==> config.mk <==
export PLATFORM = sky130hd
export DESIGN_NAME = mfr_queue
export DESIGN_NICKNAME = d
export VERILOG_FILES = /design/src/hw/rtl/mfr_pkg.sv /design/src/hw/rtl/mfr_queue.sv
export SDC_FILE = /design/constraint.sdc
export NUM_CORES = 1
export LEC_CHECK = 0
export ABC_CLOCK_PERIOD_IN_PS = 2200
export BUFFER_PORTS_ARGS = -buffer_cell sky130_fd_sc_hd__buf_2
export CAP_MARGIN = 0
export CORE_UTILIZATION = 48
export DETAILED_ROUTE_END_ITERATION = 7
export HOLD_SLACK_MARGIN = 0.03
export PLACE_DENSITY = 0.75
export SKIP_LAST_GASP = 1
export SLEW_MARGIN = 20
export SYNTH_ARGS = -nofsm -noshare
export SYNTH_HDL_FRONTEND = slang
export SYNTH_SLANG_ARGS = --single-unit
==> constraint.sdc <==
create_clock -name clk_i -period 2.2 [get_ports clk_i]
set_input_delay 0.44 -clock clk_i [delete_from_list [all_inputs] [get_ports clk_i]]
set_output_delay 0.44 -clock clk_i [all_outputs]
set_load 0.1 [all_outputs]
==> src/hw/rtl/mfr_pkg.sv <==
`default_nettype none
// ---------------------------------------------------------------------------
// mfr_pkg
// Types, constants and helper functions for the media fragment reassembler.
// ---------------------------------------------------------------------------
package mfr_pkg;

  localparam int unsigned FrameBytesDefault = 65536;
  localparam int unsigned HeaderBytes = 16;
  localparam logic [4:0] PosMax = 5'd31;
  localparam int unsigned QueueDepth = 2;

  typedef enum logic [1:0] {
    REQ_PKT   = 2'd0,
    REQ_READ  = 2'd1,
    REQ_FLUSH = 2'd2,
    REQ_NONE  = 2'd3
  } req_e;

  // Operation handed from the front part to the back part.
  typedef enum logic [1:0] {
    OP_PAYLOAD = 2'd0,
    OP_READ    = 2'd1,
    OP_DESC    = 2'd2
  } op_e;

  function automatic logic is_key_nal(input logic [7:0] b);
    logic [5:0] hevc;
    hevc = b[6:1];
    return (hevc == 6'd19) || (hevc == 6'd20) || (hevc == 6'd32) || (b[4:0] == 5'd5);
  endfunction

endpackage
`default_nettype wire

==> src/hw/rtl/mfr_queue.sv <==
`default_nettype none
// ---------------------------------------------------------------------------
// mfr_queue
// Short FIFO of operations between the front and back parts.
// ---------------------------------------------------------------------------
module mfr_queue import mfr_pkg::*; #(
  parameter int unsigned Width = 8
) (
  input  wire logic             clk_i,
  input  wire logic             rst_ni,
  input  wire logic             in_valid_i,
  output logic                  in_ready_o,
  input  wire logic [Width-1:0] in_data_i,
  output logic                  out_valid_o,
  input  wire logic             out_ready_i,
  output logic [Width-1:0]      out_data_o
);

  logic [Width-1:0] slot_q [QueueDepth];
  logic             wp_q, rp_q;
  logic [1:0]       cnt_q;
  logic             push, pop;

  assign in_ready_o  = (cnt_q != 2'(QueueDepth));
  assign out_valid_o = (cnt_q != 2'd0);
  assign out_data_o  = slot_q[rp_q];
  assign push = in_valid_i && in_ready_o;
  assign pop  = out_valid_o && out_ready_i;

  always_ff @(posedge clk_i) begin
    if (push) begin
      slot_q[wp_q] <= in_data_i;
    end
  end

  always_ff @(posedge clk_i or negedge rst_ni) begin
    if (!rst_ni) begin
      wp_q  <= 1'b0;
      rp_q  <= 1'b0;
      cnt_q <= 2'd0;
    end else begin
      if (push) wp_q <= ~wp_q;
      if (pop)  rp_q <= ~rp_q;
      cnt_q <= cnt_q + 2'(push) - 2'(pop);
    end
  end

endmodule
`default_nettype wire

==> impl_metrics.ini <==
[route]
post-route-drc-count = 0
vias = 428
finalWirelength_um = 1170
top_layer = met4
via_per_inst = 5.16
drt-met1-wl_um = 514
wl_per_cell_um = 14.1
postRouteAntennaNets = 0
drtIter0Drc = 3
met3_length_um = 50
first_pass_iters = 4
wl_met2_um = 599

[flow_run]
maxCapViolCount = 0

[floorplanning]
row_count = 14
core_um2 = 1510
fp.dieArea_um2 = 1780
die_w_um = 42.2
num_io_pins = 22
initial_utilization_pct = 51.4
chipHeight_um = 42.2

[final_layout]
final_nets = 82
nFillCells = 124
fin_cells = 83
multi_input_area_um2 = 188
regArea_um2 = 581
num_antenna_cells = 0
drive_above_1_share_pct = 38.8
synthToLayoutAreaGrowth_pct = 20.5
post-route-util_pct = 62.0
final_common_cell = buf_2
layout_common_cells = 21 x buf_2, 16 x edfxtp_1, 8 x mux2_1

[timing]
timing.slew.headroom_pct = 54.5
finalMaxSlewViolations = 0
hold_viol = 0
period_minus_slack_ps = 2000
finalCritPeriodShare_pct = 90.9
rsz0062_at_grt = false
tns_ps = 0
worstMarginPinSlew_ps = 680
clock.fmax_mhz = 500
setup_violations = 0
holdWs_ps = 333
finClkSkew_ps = 2.00

[cts]
post-cts-setup-buffers = 0
clkTransAtPathRegs_ps = 100
cts_tree = yes
root_buffer = clkbuf_4
htreeDepth = 1
clock_latency_ps = 290
cts_buffer_depth = 2
numCtsBuffers = 3
clock_sinks = 20

[synth]
synthCells = 42
syn_nets = 56
ys_ff_latch = 20
ys_types = 14
syn_area_per_cell_um2 = 18.4
synth-seq-area-share_pct = 75.0
syn_area_um2 = 774
synth_top_area_share_pct = 62.0
yosysWarnings = 0
synth_area_leader_cell = edfxtp_1
synth.area.top_cells = edfxtp_1 62%, dfrtp_1 13%, mux2_1 12%

[placed_design]
hpwl_um = 865
place.gp.congestion = 0.632
portBuffers = 21
dp.cells = 78

[global_routing]
grt_max_degree = 12
grt_first_pass_wirelength_um = 1920
grt_overflow = 0
grt_pass1_vias = 427
antenna_found_initial = 0
grt_usage_pct = 15.0

[critical_path]
crit_path_top_delay_cell = dfrtp_1
end_kind = output pin
path_cells = mux2_1 > buf_2
r2r-start = cnt_q[1]
arrival_ps = 1560
crit_path_max_incr_delay_ps = 600
crit_type = reg2out
path_max_fanout = 9
crit_required_ps = 1760
cp-start-kind = register
r2r_end = cnt_q[1]
r2r_setup_slack_ps = 510
ff2ff_path_depth = 7

[worst_hold_path]
min_from = in_data_i[1]
holdPathEnd = slot_q[0][1]
hold_path.class = in2reg
min_delay_path_depth = 1

[status]
status = finished clean
[worst max-delay path, delay by kind of cell, from the launching register on]
family | cells | cell delay (ps)
flip-flops | 1 | 600
buffers and inverters | 1 | 300
multiplexers | 1 | 370
[kinds of logic (layout without fill, tap and decap cells)]
kind of cell,Yosys count,in the layout,synth area share (%)
multiplexers,8,8,11.6
XOR/XNOR,4,4,4.52
buffers and inverters,2,27,1.13
flip-flops,20,20,75.0
AND/OR/NAND/NOR,6,6,4.52
adder cells (fa/ha/maj),2,2,3.23
[routing by layer]
metal,vias up,GRT usage (%)
li1,202,-
met1,210,18.7
met2,14,25.2
met3,2,2.59
met4,0,7.50
met5,-,0
[repair_timing]
action	in CTS	in global routing
hold buffers	1	0
hold endpoints to repair	4	0
gates resized for setup	0	0
[synthesized netlist by cell type (all sizes together)]
cell,number
ha,2
nor2,1
and2,1
nand2b,1
buf,1
xnor2,3
and3,1
or2,1
dfrtp,4
inv,1
edfxtp,16
mux2,8
xor2,1
nand2,1
[through the flow]
step,setup slack (ps),area [µm²]
2_1_floorplan,37.1,777
3_3_place_gp,532,897
3_5_place_dp,519,897
4_1_cts,180,933
5_1_grt,127,933
6_report,201,933
[final cells by class]
class | count | area share (%)
Sequential cell | 20 | 62.2
Inverter | 1 | 0.402
Multi-Input combinational cell | 20 | 20.1
Clock buffer | 4 | 2.82
Timing Repair Buffer | 22 | 12.3
Tap cell | 16 | 2.14
[registers in the layout, indices dropped and copies added, names as in the netlist]
register	count
slot_q	16
cnt_q	2
rp_q	1
wp_q	1
[worst max path at each step]
stage,from,to,slack (ps),cells after the start
3_3_place_gp,rp_q,out_data_o[3],530,2
5_1_grt,rp_q,out_data_o[5],130,2
2_1_floorplan,cnt_q[1],cnt_q[1],40,7
3_5_place_dp,rp_q,out_data_o[6],520,2
6_report,rp_q,out_data_o[6],200,2
4_1_cts,rp_q,out_data_o[6],180,2
Power is left out: the tool's default activity adds up to more than one toggle a clock period on the data nets, which glitch-free logic cannot reach.
