[src/hw/rtl/mfr_pkg.sv]
`default_nettype none
// ---------------------------------------------------------------------------
// mfr_pkg
// Types, constants and helper functions for the media fragment reassembler.
// ---------------------------------------------------------------------------
package mfr_pkg;

  localparam int unsigned FrameBytesDefault = 65536;
  localparam int unsigned HeaderBytes = 16;
  localparam logic [4:0] PosMax = 5'd31;
  localparam int unsigned QueueDepth = 2;

  typedef enum logic [1:0] {
    REQ_PKT   = 2'd0,
    REQ_READ  = 2'd1,
    REQ_FLUSH = 2'd2,
    REQ_NONE  = 2'd3
  } req_e;

  // Operation handed from the front part to the back part.
  typedef enum logic [1:0] {
    OP_PAYLOAD = 2'd0,
    OP_READ    = 2'd1,
    OP_DESC    = 2'd2
  } op_e;

  function automatic logic is_key_nal(input logic [7:0] b);
    logic [5:0] hevc;
    hevc = b[6:1];
    return (hevc == 6'd19) || (hevc == 6'd20) || (hevc == 6'd32) || (b[4:0] == 5'd5);
  endfunction

endpackage
`default_nettype wire

[src/hw/rtl/mfr_front.sv]
`default_nettype none
// ---------------------------------------------------------------------------
// mfr_front
// Header parser and per-channel frame bookkeeping.
// ---------------------------------------------------------------------------
module mfr_front import mfr_pkg::*; #(
  parameter int unsigned FrameBytes = FrameBytesDefault,
  localparam int unsigned AddrW = $clog2(FrameBytes)
) (
  input  wire logic         clk_i,
  input  wire logic         rst_ni,
  input  wire logic         valid_i,
  output logic              ready_o,
  input  wire logic [1:0]   req_type_i,
  input  wire logic [7:0]   channel_i,
  input  wire logic [7:0]   data_byte_i,
  input  wire logic         packet_last_i,
  input  wire logic [15:0]  read_index_i,
  output logic              op_valid_o,
  input  wire logic         op_ready_i,
  output op_e               op_kind_o,
  output logic              op_chan_o,
  output logic [AddrW-1:0]  op_addr_o,
  output logic              op_hit_o,
  output logic [7:0]        op_byte_o,
  output logic              op_key_o,
  output logic [31:0]       op_ts_o,
  output logic [31:0]       op_codec_o,
  output logic [31:0]       op_len_o,
  output logic              op_trunc_o
);

  logic [7:0]  hdr_q [HeaderBytes];
  logic [4:0]  pos_q;
  logic [7:0]  pch_q;
  logic [31:0] fill_q [2];
  logic [31:0] exp_size_q [2];
  logic [15:0] exp_frag_q [2];
  logic [31:0] ts_q [2];
  logic [31:0] codec_q [2];
  logic        key_q [2];
  logic [31:0] comp_q [2];

  logic        take, is_pkt, need_op;
  logic [7:0]  ch;
  logic        vld, c;
  logic [4:0]  pos_n;
  logic        hdr_done, store_ok, payload;
  logic [31:0] fill_n;
  logic [15:0] frag_num;
  logic        complete;
  logic        rc;
  logic        rhit;
  logic [31:0] cur_fill;
  logic [31:0] size_cur, ts_cur, codec_cur;
  logic [15:0] nfrag_cur;
  logic        key_set, key_cur;

  localparam logic [31:0] FB = 32'(FrameBytes);

  assign is_pkt = (req_type_i == REQ_PKT);
  assign ch     = (pos_q == 5'd0) ? channel_i : pch_q;
  assign vld    = (ch == 8'd1) || (ch == 8'd2);
  assign c      = vld && (ch == 8'd2);
  assign payload = is_pkt && (pos_q >= 5'(HeaderBytes)) && vld;
  assign frag_num = {hdr_q[1], hdr_q[0]};
  assign hdr_done = is_pkt && (pos_q == 5'(HeaderBytes - 1)) && vld
                    && (frag_num == 16'd0);

  // When fragment 0 finishes its header with this byte, the channel already
  // sees the fresh frame values.
  assign cur_fill  = hdr_done ? 32'd0 : fill_q[c];
  assign size_cur  = hdr_done ? {data_byte_i, hdr_q[14], hdr_q[13], hdr_q[12]}
                              : exp_size_q[c];
  assign nfrag_cur = hdr_done ? {hdr_q[3], hdr_q[2]} : exp_frag_q[c];
  assign ts_cur    = hdr_done ? {hdr_q[7], hdr_q[6], hdr_q[5], hdr_q[4]} : ts_q[c];
  assign codec_cur = hdr_done ? {hdr_q[11], hdr_q[10], hdr_q[9], hdr_q[8]} : codec_q[c];
  assign key_set   = payload && (frag_num == 16'd0) && !c
                     && (pos_q == 5'(HeaderBytes + 4));
  assign key_cur   = hdr_done ? 1'b0 : (key_set ? is_key_nal(data_byte_i) : key_q[c]);

  assign store_ok = payload && (cur_fill < FB);
  assign fill_n  = (payload && cur_fill != 32'hFFFF_FFFF) ? cur_fill + 32'd1 : cur_fill;
  assign pos_n   = (pos_q < PosMax) ? pos_q + 5'd1 : pos_q;
  // A packet that ends on its last header byte is already long enough to
  // complete a frame.
  assign complete = is_pkt && packet_last_i && vld && (pos_q >= 5'(HeaderBytes - 1))
                    && ((fill_n >= size_cur)
                        || ({16'd0, frag_num} + 32'd1 == {16'd0, nfrag_cur}));

  assign rc   = (channel_i == 8'd2);
  assign rhit = ((channel_i == 8'd1) || (channel_i == 8'd2))
                && ({16'd0, read_index_i} < comp_q[rc]) && ({16'd0, read_index_i} < FB);

  assign need_op = (req_type_i == REQ_READ) || store_ok || complete;
  assign ready_o = !need_op || op_ready_i;
  assign take    = valid_i && ready_o;

  // For descriptor ops the hit bit tells the back part to write the byte into
  // the store; payload ops are always written.
  always_comb begin
    op_valid_o = valid_i && need_op;
    op_kind_o  = OP_PAYLOAD;
    op_chan_o  = c;
    op_addr_o  = cur_fill[AddrW-1:0];
    op_hit_o   = store_ok;
    op_byte_o  = data_byte_i;
    op_key_o   = key_cur;
    op_ts_o    = ts_cur;
    op_codec_o = codec_cur;
    op_len_o   = fill_n;
    op_trunc_o = fill_n > FB;
    if (req_type_i == REQ_READ) begin
      op_kind_o = OP_READ;
      op_chan_o = rc;
      op_addr_o = AddrW'(read_index_i);
      op_hit_o  = rhit;
    end else if (complete) begin
      op_kind_o = OP_DESC;
    end
  end

  always_ff @(posedge clk_i) begin
    if (take && is_pkt && pos_q < 5'(HeaderBytes)) begin
      hdr_q[pos_q[3:0]] <= data_byte_i;
    end
  end

  always_ff @(posedge clk_i or negedge rst_ni) begin
    if (!rst_ni) begin
      pos_q <= '0;
      pch_q <= '0;
      for (int i = 0; i < 2; i++) begin
        fill_q[i] <= '0; exp_size_q[i] <= '0; exp_frag_q[i] <= '0;
        ts_q[i] <= '0; codec_q[i] <= '0; key_q[i] <= 1'b0; comp_q[i] <= '0;
      end
    end else if (take) begin
      if (req_type_i == REQ_FLUSH) begin
        fill_q[0] <= '0; fill_q[1] <= '0; comp_q[0] <= '0; comp_q[1] <= '0;
        pos_q <= '0;
      end else if (is_pkt) begin
        if (pos_q == 5'd0) pch_q <= channel_i;
        pos_q <= packet_last_i ? 5'd0 : pos_n;
        if (hdr_done) begin
          fill_q[c]     <= '0;
          exp_size_q[c] <= size_cur;
          exp_frag_q[c] <= nfrag_cur;
          ts_q[c]       <= ts_cur;
          codec_q[c]    <= codec_cur;
          key_q[c]      <= 1'b0;
        end
        if (payload) begin
          if (key_set) begin
            key_q[0] <= is_key_nal(data_byte_i);
          end
          if (store_ok) comp_q[c] <= '0;
          fill_q[c] <= fill_n;
        end
        if (complete) begin
          comp_q[c] <= (fill_n > FB) ? FB : fill_n;
          fill_q[c] <= '0;
        end
      end
    end
  end

endmodule
`default_nettype wire

[config.mk]
export PLATFORM = sky130hd
export DESIGN_NAME = mfr_front
export DESIGN_NICKNAME = d
export VERILOG_FILES = /design/src/hw/rtl/mfr_pkg.sv /design/src/hw/rtl/mfr_front.sv
export SDC_FILE = /design/constraint.sdc
export NUM_CORES = 1
export LEC_CHECK = 0
export ABC_AREA = 0
export BUFFER_PORTS_ARGS = -buffer_cell sky130_fd_sc_hd__buf_2
export CAP_MARGIN = 0
export CORE_ASPECT_RATIO = 0.9
export CORE_MARGIN = 2
export CORE_UTILIZATION = 45
export DETAILED_ROUTE_END_ITERATION = 6
export HOLD_SLACK_MARGIN = 0.12
export PLACE_DENSITY = 0.63
export SLEW_MARGIN = 0
export SYNTH_ARGS = -nofsm -noshare
export SYNTH_HDL_FRONTEND = slang
export SYNTH_SLANG_ARGS = --single-unit
[constraint.sdc]
create_clock -name clk_i -period 8.9 [get_ports clk_i]
set_clock_uncertainty 0.15 [all_clocks]
set_input_delay 0.445 -clock clk_i [delete_from_list [all_inputs] [get_ports clk_i]]
set_output_delay 0.445 -clock clk_i [all_outputs]
set_load 0.03 [all_outputs]
==> results.json, run 1 <==
{
  "detailroute.wirelength.met2_um": 37900,
  "p_total_w": 0.00485,
  "cap_viol_max_count": 0,
  "drc_violation_count_after_routing": 0,
  "cts.reportedPaths.clkPinSlew_ns": 0.07,
  "tritoncts.num_buffers": 51,
  "top_level_ports": 167,
  "final-setup-viol-count": 0,
  "critPathMaxFanout": 12,
  "rsz0062_at_grt": "false",
  "synth-seq-cells": 487,
  "total_area_of_sequential_cells_um2": 12800,
  "timing.final.ws_setup_ns": 0.474,
  "floorplan.initialDensity": 0.456,
  "placeableCoreArea_um2": 57100,
  "chipHeight_um": 232,
  "outcome": "completed",
  "netlist.top_cell.by_area": "dfrtp_1",
  "yosysWarnings": 0,
  "final_net_count": 2714,
  "area_growth_syn_to_layout_pct": 14.8,
  "synthMostInstantiatedCell": "dfrtp_1",
  "post_synth.cell_area_avg_um2": 10.7,
  "drtPass1Iterations": 5,
  "vias_in_the_first_global_route": 20700,
  "max_freq_mhz": 119,
  "routed.top_layer": "met5",
  "clock-root-buffer": "clkbuf_16",
  "fin_area_um2": 29900,
  "grt.overflow.total": 0,
  "worstMarginPinSlew_ns": 1.14,
  "critical_path_arrival_ns": 7.83,
  "most_frequently_used_flop_master_after_synthesis": "dfrtp_1",
  "ff2ff_path_depth": 29,
  "synth_nets": 2527,
  "ir_worst_vdd_v": 0.000145,
  "area_of_the_die_um2": 59800,
  "hold_path_endpoint": "hdr_q[11][7]",
  "regToRegSetupSlack_ns": 0.53,
  "slew_violations": 0,
  "worstSetupStartpointType": "register",
  "slowest_cp_cell": "or4b_4",
  "filler_cell_count": 5099,
  "clock_latency_ns": 0.61,
  "yosys-top-cells-count": "dfrtp_1, a21oi_1, nand2_1",
  "pre_cts_ws_ns": 0.614,
  "synth_async_sr_flop_share": 0.754,
  "depth_of_the_cts_h_tree": 2,
  "global_route_wire_length_before_repair_um": 128000,
  "post_route_cells_drive_above_1_share": 0.179,
  "placed_cell_area_um2": 28000,
  "leakage_nw": 14.5,
  "tns_ns": 0,
  "fp-row-count": 83,
  "finalWorstPathRequiredPeriod_ns": 8.43,
  "route.detailed.vias_per_inst": 6.04,
  "synthTopCellsByArea": "dfrtp_1, edfxtp_1, mux2_1",
  "min-delay-start": "data_byte_i[7]",
  "cts_max_path_buffers": 3,
  "postCtsResizedCells": 0,
  "r2r-start": "pos_q[0]",
  "synthesis.area_um2": 26000,
  "io_buffer_count": 166,
  "netlist_instances": 2433,
  "cts_tree": "done",
  "cts_sinks": 487,
  "timing.hold.worst.class": "in -> reg",
  "whs_path_depth": 1,
  "routed-via-count": 20700,
  "synth.yosys.seq_area_share": 0.491,
  "routedWlPerCell_um": 24.5,
  "multi_input_comb_area_um2": 12200,
  "ys_types": 94,
  "largest_net_degree_at_the_start_of_global_routing": 131,
  "antenna_found_initial": 3,
  "fin_crit_sh": 0.947,
  "maxSlewHeadroom": 0.242,
  "pwrdens_nw_per_um2": 163,
  "critPathMaxStageDelay_ns": 0.64,
  "finalWirelength_um": 84000,
  "hold_viol_final": 0,
  "critPathCaptureType": "primary output",
  "critPathKind": "reg -> out",
  "ant_nets": 0,
  "gp_congestion": 0.994,
  "chipWidth_um": 257,
  "worst_ep_required_time_ns": 8.31,
  "routed-wl-met3_um": 6430,
  "wl_met1_um": 36400,
  "drt-initial-drc-count": 2296,
  "hpwl_um": 57500,
  "synth_edf_count": 120,
  "regToRegEndpoint": "hdr_q[13][4]",
  "synth_top_area_share": 0.353,
  "grt_use_total": 0.279
}
worst max path at each step:
stage,start,cells past startpoint,endpoint
2_1_floorplan,pos_q[0],28,hdr_q[10][0]
6_report,pos_q[0],28,op_kind_o[1]
5_1_grt,pos_q[0],28,op_kind_o[1]
4_1_cts,pos_q[0],26,op_kind_o[1]
3_5_place_dp,pos_q[0],28,hdr_q[13][2]
3_3_place_gp,pos_q[0],26,hdr_q[12][2]
metrics by stage:
step / instances / hold WS, ns / utilization
4_1_cts: 3422 / 0.182 / 0.522
6_report: 3429 / 0.201 / 0.523
5_1_grt: 3426 / 0.205 / 0.523
2_1_floorplan: 2433 / -0.000591 / -
3_3_place_gp: 3319 / 0.311 / 0.491
3_5_place_dp: 3319 / 0.321 / 0.491
worst max-delay path: cells and delay by family, from the launching register on:
family	cells	cell delay (ns)
AOI/OAI and AO/OA	11	2.42
and+or+nand+nor	7	1.96
buffers and inverters	6	1.06
adders and majority gates	3	1.05
DFF	1	0.45
xor gates and xnor gates	1	0.28
cells in the final DEF (no fill, tap or decap), drive strengths merged, types with 27 or more instances in the layout:
cell	n
dfrtp	367
buf	279
mux2	238
a21oi	202
nand2	192
nor2	186
mux2i	129
edfxtp	120
o21ai	83
inv	73
nand3	72
clkbuf	65
nand4	59
ha	55
and2	44
a22o	38
a31oi	37
and3	33
nor4	31
xnor2	27
nor3	27
sequential cells by signal (all words and copies together), names as in the netlist:
register / flops
ts_q: 64
exp_size_q: 64
hdr_q: 120
fill_q: 64
exp_frag_q: 32
codec_q: 64
comp_q: 64
pch_q: 8
pos_q: 5
key_q: 2
kinds of logic (layout without fill, tap and decap cells):
logic type / after synthesis / in the layout / synth area share
flip-flops: 487 / 487 / 0.491
AO/OA/AOI/OAI: 535 / 535 / 0.134
AND/OR/NAND/NOR: 714 / 714 / 0.139
buffers and inverters: 227 / 455 / 0.0397
multiplexers: 367 / 367 / 0.153
adder cells (fa/ha/maj): 55 / 55 / 0.0264
XOR/XNOR: 48 / 48 / 0.0167
other: 0 / 3 / 0
per-layer routing:
metal,GRT usage,up-vias
met3,0.0501,192
met1,0.388,10300
met5,0,-
li1,-,9330
met2,0.437,886
met4,0.106,2
what timing repair did:
item / in CTS / in global routing
setup buffers: 0 / 4
hold buffers: 9 / 0
endpoints found under the hold margin: 104 / 0
setup endpoints to repair: 0 / 133
cell type report:
cell class / count / area share
clock buffers: 65 / 0.0472
inverters: 73 / 0.00917
flip-flops and latches: 487 / 0.428
clock inverters: 29 / 0.0102
well taps: 765 / 0.0320
diodes: 3 / 0.000251
multi-input cells: 1719 / 0.409
repair buffers: 288 / 0.0638
where the power goes:
part	switching, W	total, W	internal (W)
clock	0.000925	0.00219	0.00127
combinational	0.000228	0.000328	0.000100
sequential	0.0000219	0.00233	0.00231
(Power assumes the default switching activity.)
==> inputs of run 2 (changes only) <==
--- a/config.mk
+++ b/config.mk
@@ -5,10 +5,9 @@
 export SDC_FILE = /design/constraint.sdc
 export NUM_CORES = 1
 export LEC_CHECK = 0
-export ABC_AREA = 0
+export ABC_AREA = 1
 export BUFFER_PORTS_ARGS = -buffer_cell sky130_fd_sc_hd__buf_2
-export CAP_MARGIN = 0
-export CORE_ASPECT_RATIO = 0.9
+export CORE_ASPECT_RATIO = 1.5
 export CORE_MARGIN = 2
 export CORE_UTILIZATION = 45
 export DETAILED_ROUTE_END_ITERATION = 6
==> run 2 against run 1 <==
Critical endpoint is now op_valid_o. Core utilization fell by 1.2 points. Total power rose by 10%. Setup slack improved by 0.24 ns. Die area rose by 2.8%. Final area rose by 0.84%. Clock power rose by 6%. Via count rose by 13%. Area after synthesis rose by 2.8%.
==> results.json, run 2 <==
{
  "chipWidth_um": 203,
  "critPathCaptureType": "primary output",
  "critPathKind": "reg -> out",
  "netlist.top_cell.by_area": "dfrtp_1",
  "route.detailed.vias_per_inst": 5.36,
  "post-cts-setup-buffer-count": 0,
  "antenna_found_initial": 1,
  "cts_max_path_buffers": 3,
  "cts_sinks": 487,
  "layout_common_cells": "nand2_1, o21ai_0, dfrtp_1",
  "vias_in_the_first_global_route": 22300,
  "cts_tree": "done",
  "crit_top_cell": "nand2_1",
  "yosysWarnings": 0,
  "fp-row-count": 109,
  "filler_cell_count": 5740,
  "gp_congestion": 1.02,
  "fin_area_um2": 30100,
  "drtPass1Iterations": 5,
  "multi_input_comb_area_um2": 11900,
  "synth_nets": 3550,
  "largest_register_ff_count": 120,
  "yosys-top-cells-count": "nand2_1, o21ai_0, dfrtp_1",
  "clock_latency_ns": 0.63,
  "worstSetupStartpointType": "register",
  "synthMostInstantiatedCell": "nand2_1",
  "ant_nets": 0,
  "placed_cell_area_um2": 28200,
  "most_frequently_used_flop_master_after_synthesis": "dfrtp_1",
  "cts.reportedPaths.clkPinSlew_ns": 0.06,
  "critPathMaxStageDelay_ns": 0.48,
  "routed-via-count": 23400,
  "pwrdens_nw_per_um2": 178,
  "worstMarginPinSlew_ns": 1.16,
  "depth_of_the_cts_h_tree": 2,
  "grt_use_total": 0.268,
  "synth-seq-cells": 487,
  "final_net_count": 3645,
  "area_of_the_die_um2": 61500,
  "netlist_instances": 3456,
  "critPathMaxFanout": 54,
  "synth.yosys.seq_area_share": 0.478,
  "chipHeight_um": 303,
  "top_level_ports": 167,
  "largest_net_degree_at_the_start_of_global_routing": 138,
  "drt-initial-drc-count": 1818,
  "final-setup-viol-count": 0,
  "tritoncts.num_buffers": 50,
  "routedWlPerCell_um": 18.8,
  "finalWorstPathRequiredPeriod_ns": 8.18,
  "synthTopCellsByArea": "dfrtp_1, nand2_1, edfxtp_1",
  "cap_viol_max_count": 0,
  "post_route_cells_drive_above_1_share": 0.117,
  "finalWirelength_um": 82100,
  "critical_path_arrival_ns": 7.59,
  "post_synth.cell_area_avg_um2": 7.74,
  "floorplan.initialDensity": 0.454,
  "timing.hold.worst.class": "in -> reg",
  "ys_types": 50,
  "synth_top_area_share": 0.343,
  "hold_viol_final": 0,
  "leakage_nw": 14.6,
  "io_buffer_count": 166,
  "grt.overflow.total": 0,
  "clock-root-buffer": "clkbuf_16",
  "fin_cells": 4371,
  "global_route_wire_length_before_repair_um": 128000,
  "numPlacedInstances": 4269,
  "drc_violation_count_after_routing": 0,
  "hpwl_um": 56300,
  "synthesis.area_um2": 26800,
  "outcome": "completed",
  "layout.core_utilization": 0.511,
  "slew_violations": 0,
  "placeableCoreArea_um2": 58900,
  "max_freq_mhz": 122,
  "area_growth_syn_to_layout_pct": 12.6,
  "synth_edf_count": 120,
  "regToRegSetupSlack_ns": 0.92,
  "maxSlewHeadroom": 0.229,
  "fin_crit_sh": 0.920,
  "most_frequent_standard_cell_in_the_layout_excluding_fill_and_tap_cells": "nand2_1",
  "tns_ns": 0,
  "synth_async_sr_flop_share": 0.754,
  "rsz0062_at_grt": "false",
  "worst_ep_required_time_ns": 8.31,
  "total_area_of_sequential_cells_um2": 12800,
  "ir_worst_vdd_v": 0.000169,
  "slowest_cp_cell": "buf_4"
}
-- run 2: critical path, delay by kind of cell (launching register included) --
family | cells | cell delay [ns]
adders and majority gates | 3 | 0.69
buffers and inverters | 6 | 1.31
DFF | 1 | 0.39
AOI/OAI and AO/OA | 8 | 1.40
and+or+nand+nor | 21 | 3.12
-- run 2: area by class of cell --
type,count,share of cell area
multi-input combinational,2443,0.394
antenna,1,0.0000831
clock inverter,28,0.0137
timing repair buffer,241,0.0480
tap,777,0.0323
inverter,328,0.0410
clock buffer,66,0.0467
sequential,487,0.425
-- run 2: what timing repair did --
action                                  in CTS  in global routing
endpoints found under the setup margin       0                 72
hold buffers                                 7                  0
gates resized for setup                      0                  1
hold endpoints to repair                   121                  0
-- run 2: cells by family (layout without fill, tap and decap cells) --
family / after synthesis / in the layout / synth area share
other: 0 / 1 / 0
muxes: 15 / 15 / 0.00561
xor gates and xnor gates: 27 / 27 / 0.00884
DFF: 487 / 487 / 0.478
and+or+nand+nor: 1652 / 1652 / 0.260
buffers and inverters: 526 / 663 / 0.0809
adders and majority gates: 55 / 55 / 0.0257
AOI/OAI and AO/OA: 694 / 694 / 0.141
-- run 2: through the flow --
step,power (W),setup WS [ns],hold WS (ns)
2_1_floorplan,0.00283,1.65,-0.000591
3_3_place_gp,0.00307,0.846,0.303
3_5_place_dp,0.00307,0.765,0.312
4_1_cts,0.00541,0.428,0.137
5_1_grt,0.00556,0.0149,0.158
6_report,0.00536,0.716,0.158
-- run 2: power breakdown --
group	internal [W]	switching, W
logic	0.000174	0.000506
clock network	0.00138	0.000944
registers	0.00233	0.0000254
-- run 2: routing by layer --
| metal | up-vias | share of wire | global-route usage |
|---|---|---|---|
| met3 | 170 | 0.052 | 0.0366 |
| met5 | - | 0 | 0 |
| li1 | 11500 | - | - |
| met2 | 675 | 0.49 | 0.468 |
| met1 | 11100 | 0.41 | 0.334 |
| met4 | 0 | 0.043 | 0.113 |
-- run 2: final timing paths --
kind                              start           to  cells past startpoint
setup / recovery               pos_q[0]   op_valid_o                     38
max in group asynchronous        rst_ni   fill_q[44]                      3
hold reg to reg             codec_q[37]  codec_q[37]                      2
hold / removal             channel_i[4]     pch_q[4]                      4
setup reg to reg               pos_q[0]  hdr_q[5][3]                     41
min in group asynchronous        rst_ni     pch_q[4]                      2
